**config.mk**
```make
export PLATFORM = sky130hd
export DESIGN_NAME = html_entity_decoder
export DESIGN_NICKNAME = d
export VERILOG_FILES = /design/src/hdl/hed_pkg.sv /design/src/hdl/hed_step.sv /design/src/hdl/html_entity_decoder.sv
export VERILOG_INCLUDE_DIRS = /design/src /design/src/hdl
export SDC_FILE = /design/constraint.sdc
export NUM_CORES = 1
export LEC_CHECK = 0
export ABC_AREA = 1
export BUFFER_PORTS_ARGS = -buffer_cell sky130_fd_sc_hd__buf_2
export CAP_MARGIN = 40
export CORE_MARGIN = 4
export CORE_UTILIZATION = 55
export CTS_BUF_LIST = sky130_fd_sc_hd__clkbuf_16
export CTS_CLUSTER_DIAMETER = 150
export DETAILED_ROUTE_END_ITERATION = 8
export PLACE_DENSITY = 0.79
export REMOVE_ABC_BUFFERS = 1
export SLEW_MARGIN = 5
export SYNTH_ARGS = -nofsm -noshare
export SYNTH_HDL_FRONTEND = slang
export SYNTH_SLANG_ARGS = --single-unit
```
**constraint.sdc**
```tcl
create_clock -name clk -period 3.3 [get_ports clk]
set_clock_uncertainty 0.05 [all_clocks]
set_input_delay 0.66 -clock clk [delete_from_list [all_inputs] [get_ports clk]]
set_output_delay 0.66 -clock clk [all_outputs]
set_load 0.03 [all_outputs]
```
**src/hdl/html_entity_decoder_defines.svh**
```systemverilog
// ----------------------------------------------------------------------------
// html_entity_decoder_defines
// Assertion macros for the entity decoder top module.
// ----------------------------------------------------------------------------
`ifndef HTML_ENTITY_DECODER_DEFINES_SVH
`define HTML_ENTITY_DECODER_DEFINES_SVH

// The consequent must hold in the same cycle as the antecedent.
`define HED_ASSERT_SAME(label, clk_s, rst_s, ante, cons, msg) \
  label: assert property (@(posedge clk_s) disable iff (rst_s) (ante) |-> (cons)) \
    else $error(msg);

// The consequent must hold in the cycle after the antecedent.
`define HED_ASSERT_NEXT(label, clk_s, rst_s, ante, cons, msg) \
  label: assert property (@(posedge clk_s) disable iff (rst_s) (ante) |=> (cons)) \
    else $error(msg);

`endif

```
**src/hdl/hed_pkg.sv**
```systemverilog
// ----------------------------------------------------------------------------
// hed_pkg
// Types and constants for the HTML character entity decoder.
// ----------------------------------------------------------------------------
package hed_pkg;

  // Parser modes. The fourth code is unused and behaves as plain text.
  typedef enum logic [1:0] {
    MODE_PLAIN  = 2'd0,
    MODE_NAME   = 2'd1,
    MODE_NUMBER = 2'd2
  } parse_mode_t;

  localparam int          NAME_COUNT     = 5;
  localparam logic [4:0]  ALL_CANDIDATES = 5'h1f;
  localparam logic [2:0]  LENGTH_MAX     = 3'd7;

  localparam logic [7:0] CHAR_AMP   = 8'h26;
  localparam logic [7:0] CHAR_SEMI  = 8'h3b;
  localparam logic [7:0] CHAR_HASH  = 8'h23;
  localparam logic [7:0] CHAR_ZERO  = 8'h30;
  localparam logic [7:0] CHAR_NINE  = 8'h39;

  // Entity names: amp, lt, gt, quot, apos (padded with zero bytes).
  localparam logic [7:0] NAME_TEXT [NAME_COUNT][4] = '{
    '{8'h61, 8'h6d, 8'h70, 8'h00},
    '{8'h6c, 8'h74, 8'h00, 8'h00},
    '{8'h67, 8'h74, 8'h00, 8'h00},
    '{8'h71, 8'h75, 8'h6f, 8'h74},
    '{8'h61, 8'h70, 8'h6f, 8'h73}
  };
  localparam logic [2:0] NAME_LEN  [NAME_COUNT] = '{3'd3, 3'd2, 3'd2, 3'd4, 3'd4};
  localparam logic [7:0] NAME_CHAR [NAME_COUNT] = '{8'h26, 8'h3c, 8'h3e, 8'h22, 8'h27};

  // Parser state carried from one byte to the next.
  typedef struct packed {
    parse_mode_t mode;
    logic [2:0]  name_length;
    logic [4:0]  candidate_mask;
    logic [7:0]  numeric_value;
    logic        digits_stopped;
  } parse_state_t;

  localparam parse_state_t STATE_CLEAR = '{
    mode:           MODE_PLAIN,
    name_length:    3'd0,
    candidate_mask: ALL_CANDIDATES,
    numeric_value:  8'd0,
    digits_stopped: 1'b0
  };

  // Result of one byte step.
  typedef struct packed {
    logic       emit;
    logic [7:0] data;
  } step_result_t;

endpackage

```
**src/hdl/hed_step.sv**
```systemverilog
// ----------------------------------------------------------------------------
// hed_step
// Combinational parser step: next state and the optional decoded word.
// ----------------------------------------------------------------------------
module hed_step
  import hed_pkg::*;
(
  input  parse_state_t state,
  input  logic [7:0]   in_byte,
  input  logic         last_byte,
  output parse_state_t state_next,
  output step_result_t result
);

  logic       is_semi;
  logic       is_digit;
  logic [4:0] keep_mask;
  logic [7:0] named_char;
  logic       named_hit;
  logic [7:0] value_times_ten;

  assign is_semi  = (in_byte == CHAR_SEMI);
  assign is_digit = (in_byte >= CHAR_ZERO) && (in_byte <= CHAR_NINE);
  assign value_times_ten = {state.numeric_value[4:0], 3'b000} +
                           {state.numeric_value[6:0], 1'b0};

  // Which entity names still match after this byte.
  always_comb begin
    for (int k = 0; k < NAME_COUNT; k++) begin
      keep_mask[k] = (state.name_length < NAME_LEN[k]) &&
                     (NAME_TEXT[k][state.name_length[1:0]] == in_byte);
    end
  end

  // First surviving name whose length matches the name seen so far.
  always_comb begin
    named_hit  = 1'b0;
    named_char = 8'd0;
    for (int k = 0; k < NAME_COUNT; k++) begin
      if (!named_hit && state.candidate_mask[k] && (state.name_length == NAME_LEN[k])) begin
        named_hit  = 1'b1;
        named_char = NAME_CHAR[k];
      end
    end
  end

  // Next state.
  always_comb begin
    state_next = state;
    case (state.mode)
      MODE_NAME: begin
        if (is_semi) begin
          state_next = STATE_CLEAR;
        end else begin
          if ((state.name_length == 3'd0) && (in_byte == CHAR_HASH)) begin
            state_next.mode           = MODE_NUMBER;
            state_next.numeric_value  = 8'd0;
            state_next.digits_stopped = 1'b0;
          end else begin
            state_next.candidate_mask = state.candidate_mask & keep_mask;
          end
          if (state.name_length < LENGTH_MAX) begin
            state_next.name_length = state.name_length + 3'd1;
          end
        end
      end
      MODE_NUMBER: begin
        if (is_semi) begin
          state_next = STATE_CLEAR;
        end else if (!state.digits_stopped && is_digit) begin
          state_next.numeric_value = value_times_ten + (in_byte - CHAR_ZERO);
        end else begin
          state_next.digits_stopped = 1'b1;
        end
      end
      default: begin
        if (in_byte == CHAR_AMP) begin
          state_next      = STATE_CLEAR;
          state_next.mode = MODE_NAME;
        end
      end
    endcase
    if (last_byte) begin
      state_next = STATE_CLEAR;
    end
  end

  // Output word.
  always_comb begin
    result.emit = 1'b0;
    result.data = in_byte;
    case (state.mode)
      MODE_NAME: begin
        result.emit = is_semi && named_hit;
        result.data = named_char;
      end
      MODE_NUMBER: begin
        result.emit = is_semi;
        result.data = state.numeric_value;
      end
      default: begin
        result.emit = (in_byte != CHAR_AMP);
        result.data = in_byte;
      end
    endcase
  end

endmodule

```
**src/hdl/html_entity_decoder.sv**
```systemverilog
// ----------------------------------------------------------------------------
// html_entity_decoder: each byte passes the input register, then the result register.
// Throughput one byte per cycle while the output is not stalled; the parser state updates once per byte.
// Synchronous reset empties both registers and returns the parser to plain text.
// ----------------------------------------------------------------------------
module html_entity_decoder
  import hed_pkg::*;
(
  input  logic       clk,
  input  logic       rst,
  input  logic       in_valid,
  output logic       in_ready,
  input  logic [7:0] in_byte,
  input  logic       last_byte,
  output logic       out_valid,
  input  logic       out_ready,
  output logic [7:0] out_byte
);

`include "html_entity_decoder_defines.svh"

  logic         s1_valid;
  logic [7:0]   s1_byte;
  logic         s1_last;
  logic         s1_advance;
  logic         out_free;
  parse_state_t state;
  parse_state_t state_next;
  step_result_t result;

  // The output register can take a word when empty or being emptied.
  assign out_free   = !out_valid || out_ready;
  assign s1_advance = s1_valid && out_free;
  assign in_ready   = !s1_valid || s1_advance;

  // Input register.
  always_ff @(posedge clk) begin
    if (rst) begin
      s1_valid <= 1'b0;
    end else if (in_ready) begin
      s1_valid <= in_valid;
    end
    if (in_valid && in_ready) begin
      s1_byte <= in_byte;
      s1_last <= last_byte;
    end
  end

  hed_step u_step (
    .state      (state),
    .in_byte    (s1_byte),
    .last_byte  (s1_last),
    .state_next (state_next),
    .result     (result)
  );

  // Parser state moves on once per byte leaving the input register.
  always_ff @(posedge clk) begin
    if (rst) begin
      state <= STATE_CLEAR;
    end else if (s1_advance) begin
      state <= state_next;
    end
  end

  // Result register.
  always_ff @(posedge clk) begin
    if (rst) begin
      out_valid <= 1'b0;
    end else if (out_free) begin
      out_valid <= s1_valid && result.emit;
    end
    if (s1_advance && result.emit) begin
      out_byte <= result.data;
    end
  end

  // Checks on the parser and its coupling to the pipeline.
  `HED_ASSERT_NEXT(a_state_holds_on_stall, clk, rst, (out_valid && !out_ready),
    $stable(state), "parser state changed while the output was stalled")
  `HED_ASSERT_SAME(a_plain_is_clear, clk, rst, (state.mode == MODE_PLAIN),
    ((state.name_length == 3'd0) && (state.candidate_mask == ALL_CANDIDATES)),
    "plain text mode with a stale name")
  `HED_ASSERT_NEXT(a_last_clears, clk, rst, (s1_advance && s1_last),
    (state == STATE_CLEAR), "last byte did not return the parser to reset")

endmodule
```
==> results.toml, run 1 <==
[clock_tree]
cts_root_buf = "clkbuf_16"
cts.sinks = 38
htreeDepth = 2
cts_buffers = 5
cts_hold_buf = 0
cts_tree = "yes"
ctsResizeCount = 0
cts_buffer_depth = 2
path_clk_slew_ps = 60
postCtsSetupBuffers = 0
insertion_delay_ps = 280

[setup_path]
required_ps = 3460
critPathKind = "flop to flop"
crit_fanout = 2
end_kind = "flop"
arrival_ps = 2870
critPathLaunchType = "flop"

[logic_synthesis]
yosysSeqAreaShare_pct = 34.0
netlist_area_um2 = 2740
async_flop_share_pct = 0
synth_top_cell_by_area = "edfxtp_1"
synth_top_area_share_pct = 18.6
synth_edf_count = 17
ys_types = 34
syn_inst = 374
avgSynthCellArea_um2 = 7.33
ys.flop_type = "dfxtp_1"
synth_area_leaders = "edfxtp_1, dfxtp_1, nand2_1"
ys_ff_latch = 38
ys_warn_count = 0

[layout]
area_growth_pct = 10.9
num_antenna_cells = 0
nets = 432
drive_above_1_share_pct = 14.6
num-fill-cells = 408
final_core_utilization_pct = 63.5

[global_route]
grt_overflow = 0
antenna_found_initial = 0
grt_pass1_wl_um = 11600
track_usage_pct = 23.7
grt_pass1_vias = 2438
grt_max_degree = 18

[power]
cellPowerDensity_nw_per_um2 = 386
p_leak_nw = 1.42
peakVddDrop_uv = 304

[floorplan]
die_w_um = 78.6
start_util_pct = 57.3
rows = 25
io_pins = 23
fp.dieH_um = 78.6
fp.coreArea_um2 = 4790
fp.dieArea_um2 = 6180

[run_status]
outcome = "finished clean"

[run]
cap_viol_max_count = 0

[hold_path]
worstHoldPathType = "flop to flop"

[placement]
place_ws_ps = 622
gp_congestion = 0.970
portBuffers = 22
hpwl_um = 5300

[drt]
num_vias = 2529
routed_via_density = 5.46
drc = 0
wl_um = 6750
first_iter_violations = 236
drtPass1Iterations = 5
drt-wirelength-per-cell_um = 14.6
drtAntennaViolNets = 0

[timing]
timing.final.crit_share_pct = 82.1
grt_setup_unrepaired = "no"
max_slew_margin_pct = 60.9
tns_ps = 0
finalMaxSlewViolations = 0
fmax_ghz = 0.369
setup_viol = 0
hold_viol_final = 0
tightest_slew_ps = 586
holdWs_ps = 409
worst_slack_ps = 592
post-route-min-period_ps = 2710
-- worst max-delay path, stage by stage, from the launching register on --
cell      delay [ps]
edfxtp_1         430
fa_1             460
fa_1             520
inv_1             70
fa_1             470
nor2_1           120
nor2_1            60
inv_1             40
nand2_1           60
nand2_1           60
nand2_1           50
nand2_1           50
nand3_1           70
a21oi_1          140
-- worst paths after layout --
check,slack (ps),cells after the start,end,from
max,590,13,state[8],s1_byte[3]
min,410,2,state[13],state[13]
max reg2reg,590,13,state[8],s1_byte[3]
min reg2reg,410,2,state[13],state[13]
-- cells in the final DEF, fill, tap and decap left out, types with 10 or more instances in the layout --
master,n
inv_1,43
ha_1,19
nand3_1,27
nor2_1,35
edfxtp_1,17
nand2_1,96
a21oi_1,36
buf_2,22
o21ai_0,12
inv_2,10
dfxtp_1,21
-- flip-flops by register name, summed over array words and instances, names as in the netlist --
name,count
s1_last,1
s1_byte,8
s1_valid,1
out_valid,1
out_byte,8
state,19
-- per-layer routing --
metal	part of all wire, %	GRT usage, %	wire [um]	vias to the layer above
met5	0	0	0	-
met4	2.4	7.87	161	0
met3	8.3	4.82	558	14
met2	48	39.6	3220	107
met1	42	30.4	2810	1149
li1	-	-	-	1259
-- where the power goes --
part | switching (mW) | internal [mW] | total (mW)
clock | 0.183 | 0.273 | 0.456
combinational | 0.120 | 0.0596 | 0.179
sequential | 0.0207 | 0.516 | 0.536
total | 0.323 | 0.849 | 1.17
-- cell usage after synthesis (all sizes together) (5+ instances only) --
cell      n
fa        5
a21oi    38
buf       7
o21ai    14
inv      52
dfxtp    21
nor3      7
nand3    27
ha       19
edfxtp   17
nor2     40
nand2   104
-- stage by stage --
step | power [mW] | area (um^2) | cells
4_1_cts | 1.17 | 3040 | 463
6_report | 1.17 | 3040 | 463
3_5_place_dp | 0.722 | 2900 | 455
5_1_grt | 1.22 | 3040 | 463
3_3_place_gp | 0.720 | 2900 | 455
2_1_floorplan | 0.668 | 2690 | 364
-- final cells by class --
type                    instances  area [um^2]  area share, %
clock buffers                   5          125           4.12
clock inverters                 3         12.5          0.412
repair buffers                 24          125           4.12
flip-flops and latches         38          931           30.6
inverters                      52          198           6.51
multi-input cells             274         1560           51.4
well taps                      67         83.8           2.76
-- kinds of logic (layout without fill, tap and decap cells) --
| family | count (synthesis) | after routing | share of synthesized area [%] |
|---|---|---|---|
| buffers and inverters | 62 | 84 | 9.00 |
| flip-flops | 38 | 38 | 34.0 |
| adder cells (fa/ha/maj) | 24 | 24 | 12.3 |
| AO/OA/AOI/OAI | 58 | 58 | 11.9 |
| AND/OR/NAND/NOR | 187 | 187 | 31.2 |
| XOR/XNOR | 5 | 5 | 1.60 |
(Power assumes the default switching activity.)
==> inputs of run 2 (changes only) <==
--- a/config.mk
+++ b/config.mk
@@ -6,7 +6,7 @@
 export SDC_FILE = /design/constraint.sdc
 export NUM_CORES = 1
 export LEC_CHECK = 0
-export ABC_AREA = 1
+export ABC_AREA = 0
 export BUFFER_PORTS_ARGS = -buffer_cell sky130_fd_sc_hd__buf_2
 export CAP_MARGIN = 40
 export CORE_MARGIN = 4
@@ -14,7 +14,7 @@
 export CTS_BUF_LIST = sky130_fd_sc_hd__clkbuf_16
 export CTS_CLUSTER_DIAMETER = 150
 export DETAILED_ROUTE_END_ITERATION = 8
-export PLACE_DENSITY = 0.79
+export PLACE_DENSITY = 0.8
 export REMOVE_ABC_BUFFERS = 1
 export SLEW_MARGIN = 5
 export SYNTH_ARGS = -nofsm -noshare
==> constraint.sdc (replaced) <==
create_clock -name clk -period 2.82 [get_ports clk]
set_clock_uncertainty 0.05 [all_clocks]
set_input_delay 0.564 -clock clk [delete_from_list [all_inputs] [get_ports clk]]
set_output_delay 0.564 -clock clk [all_outputs]
set_load 0.03 [all_outputs]
==> run 2 against run 1 <==
Area after synthesis down 5.4%. Sequential power up 15%. Sequential share of layout area up 0.54 points. Cell count down 23%. Via count down 14%. Sequential cell count unchanged. Critical path type unchanged. Worst hold slack worse by 7.3 ps. Non-clock buffer count up 7. Routed wire length down 7.8%.
==> results.toml, run 2 <==
[run_status]
outcome = "finished clean"

[drt]
drtAntennaViolNets = 0
drtPass1Iterations = 5
drt-wirelength-per-cell_um = 17.4
first_iter_violations = 258
num_vias = 2181
wl_um = 6220
drc = 0
routed_via_density = 6.11

[logic_synthesis]
async_flop_share_pct = 0
yosysMostFrequentCell = "nand2_1"
netlist_area_um2 = 2590
ys.flop_type = "dfxtp_1"
synth_edf_count = 17
ys_ff_latch = 38
ys_types = 53
yosysSeqAreaShare_pct = 35.9
synth_top_cell_by_area = "edfxtp_1"
synth_top_area_share_pct = 19.7
ys_warn_count = 0
syn_inst = 280
avgSynthCellArea_um2 = 9.25
synth_area_leaders = "edfxtp_1, dfxtp_1, ha_1"
ys_top_cells_by_count = "nand2_1, nor2_1, dfxtp_1, inv_1, ha_1"

[timing]
holdWs_ps = 402
finalMaxSlewViolations = 0
hold_viol_final = 0
fmax_ghz = 0.379
timing.final.crit_share_pct = 93.5
grt_setup_unrepaired = "no"
setup_viol = 0
tns_ps = 0
tightest_slew_ps = 641
post-route-min-period_ps = 2640
max_slew_margin_pct = 56.7

[hold_path]
worstHoldPathType = "input pin to flop"

[layout]
drive_above_1_share_pct = 15.4
num_antenna_cells = 0
nets = 341
fin_cells = 357
layout_common_cells = "nand2_1, buf_2, nor2_1, dfxtp_1, inv_1"
final_common_cell = "nand2_1"
area_growth_pct = 15.2
largest_reg_flops = 19
regMostFlops = "state"
reg_top3 = "state x19, out_byte x8, s1_byte x8"

[setup_path]
cp-startpoint = "state[3]"
r2r_cells = 7
reg2reg_to = "state[5]"
required_ps = 2990
critPathLaunchType = "flop"
worstReg2RegStart = "state[3]"
crit_fanout = 4
arrival_ps = 2810
crit_end = "state[5]"
end_kind = "flop"
reg2reg_slack_ps = 180
critPathKind = "flop to flop"

[clock_tree]
insertion_delay_ps = 290
path_clk_slew_ps = 60
cts_buffers = 5
cts_buffer_depth = 2
cts_tree = "yes"
cts_root_buf = "clkbuf_16"
cts.sinks = 38
htreeDepth = 2

[floorplan]
io_pins = 23
rows = 24
start_util_pct = 58.3
fp.dieH_um = 76.6
die_w_um = 76.6
fp.dieArea_um2 = 5870
fp.coreArea_um2 = 4440

[placement]
portBuffers = 22
hpwl_um = 4270
dp.cells = 348
gp_congestion = 0.907

[power]
peakVddDrop_uv = 319
cellPowerDensity_nw_per_um2 = 509
p_leak_nw = 1.23

[global_route]
grt_pass1_wl_um = 10500
grt_max_degree = 25
grt_pass1_vias = 2186
track_usage_pct = 22.4
grt_overflow = 0
antenna_found_initial = 0

[run]
cap_viol_max_count = 0
[run 2: changes by cell type after synthesis, sizes merged, moves of 14 or more]
cell    delta
inv       -32
a21oi     -26
nor2      -18
mux2i     +14
nand2     -76
nand3     -22
nand2b    +15
[run 2: metal layers]
metal | up-vias | wire (um) | GRT usage (%)
li1 | 1049 | - | -
met5 | - | 0 | 0
met1 | 1004 | 2750 | 29.8
met3 | 13 | 467 | 4.85
met2 | 115 | 2880 | 35.1
met4 | 0 | 118 | 9.42
[run 2: layout make-up]
class | count | area, um^2
Inverter | 20 | 75.1
Fill cell | 352 | 1460
Tap cell | 52 | 65.1
Multi-Input combinational cell | 208 | 1550
Sequential cell | 38 | 931
Clock buffer | 5 | 125
Clock inverter | 3 | 68.8
Timing Repair Buffer | 31 | 175
[run 2: critical path, stage by stage, from the launching register on]
cell and delay, ps:
dfxtp_1 460, fa_1 480, ha_1 310, ha_1 220
inv_1 80, fa_2 430, or3_1 400, mux2i_1 130
[run 2: worst min-delay path by stage]
stage / from / end / slack (ps) / cells after the start
3_5_place_dp: state[0] / state[0] / 420 / 2
2_1_floorplan: state[0] / state[0] / 390 / 2
4_1_cts: last_byte / s1_last / 400 / 1
6_report: in_byte[6] / s1_byte[6] / 400 / 1
3_3_place_gp: state[0] / state[0] / 410 / 2
5_1_grt: last_byte / s1_last / 390 / 1
[run 2: kinds of logic after synthesis]
kind of cell,Yosys count,synth area share (%)
adder cells (fa/ha/maj),24,13.0
flip-flops,38,35.9
multiplexers,14,5.41
buffers and inverters,34,4.97
XOR/XNOR,14,5.26
AND/OR/NAND/NOR,101,19.9
AO/OA/AOI/OAI,55,15.5
[run 2: power breakdown]
| group | internal (mW) | leakage, nW | switching [mW] | total [mW] |
|---|---|---|---|---|
| sequential | 0.597 | 0.333 | 0.0200 | 0.617 |
| clock | 0.508 | 0.0940 | 0.229 | 0.737 |
| combinational | 0.0667 | 0.799 | 0.0978 | 0.165 |
[run 2: stage by stage]
step	power (mW)	instance area (um^2)	worst slack, ps	utilization [%]
5_1_grt	1.58	2990	26.9	67.2
6_report	1.52	2990	184	67.2
3_5_place_dp	0.785	2770	106	62.3
3_3_place_gp	0.781	2770	225	62.2
4_1_cts	1.52	2960	76.9	66.7
2_1_floorplan	0.729	2540	90.5	-
[run 2: timing repair]
| item | in CTS | in global routing |
|---|---|---|
| setup buffers | 0 | 1 |
| endpoints found under the hold margin | 0 | 0 |
| setup endpoints to repair | 0 | 1 |
| hold buffers | 0 | 0 |
| gates resized for setup | 0 | 3 |
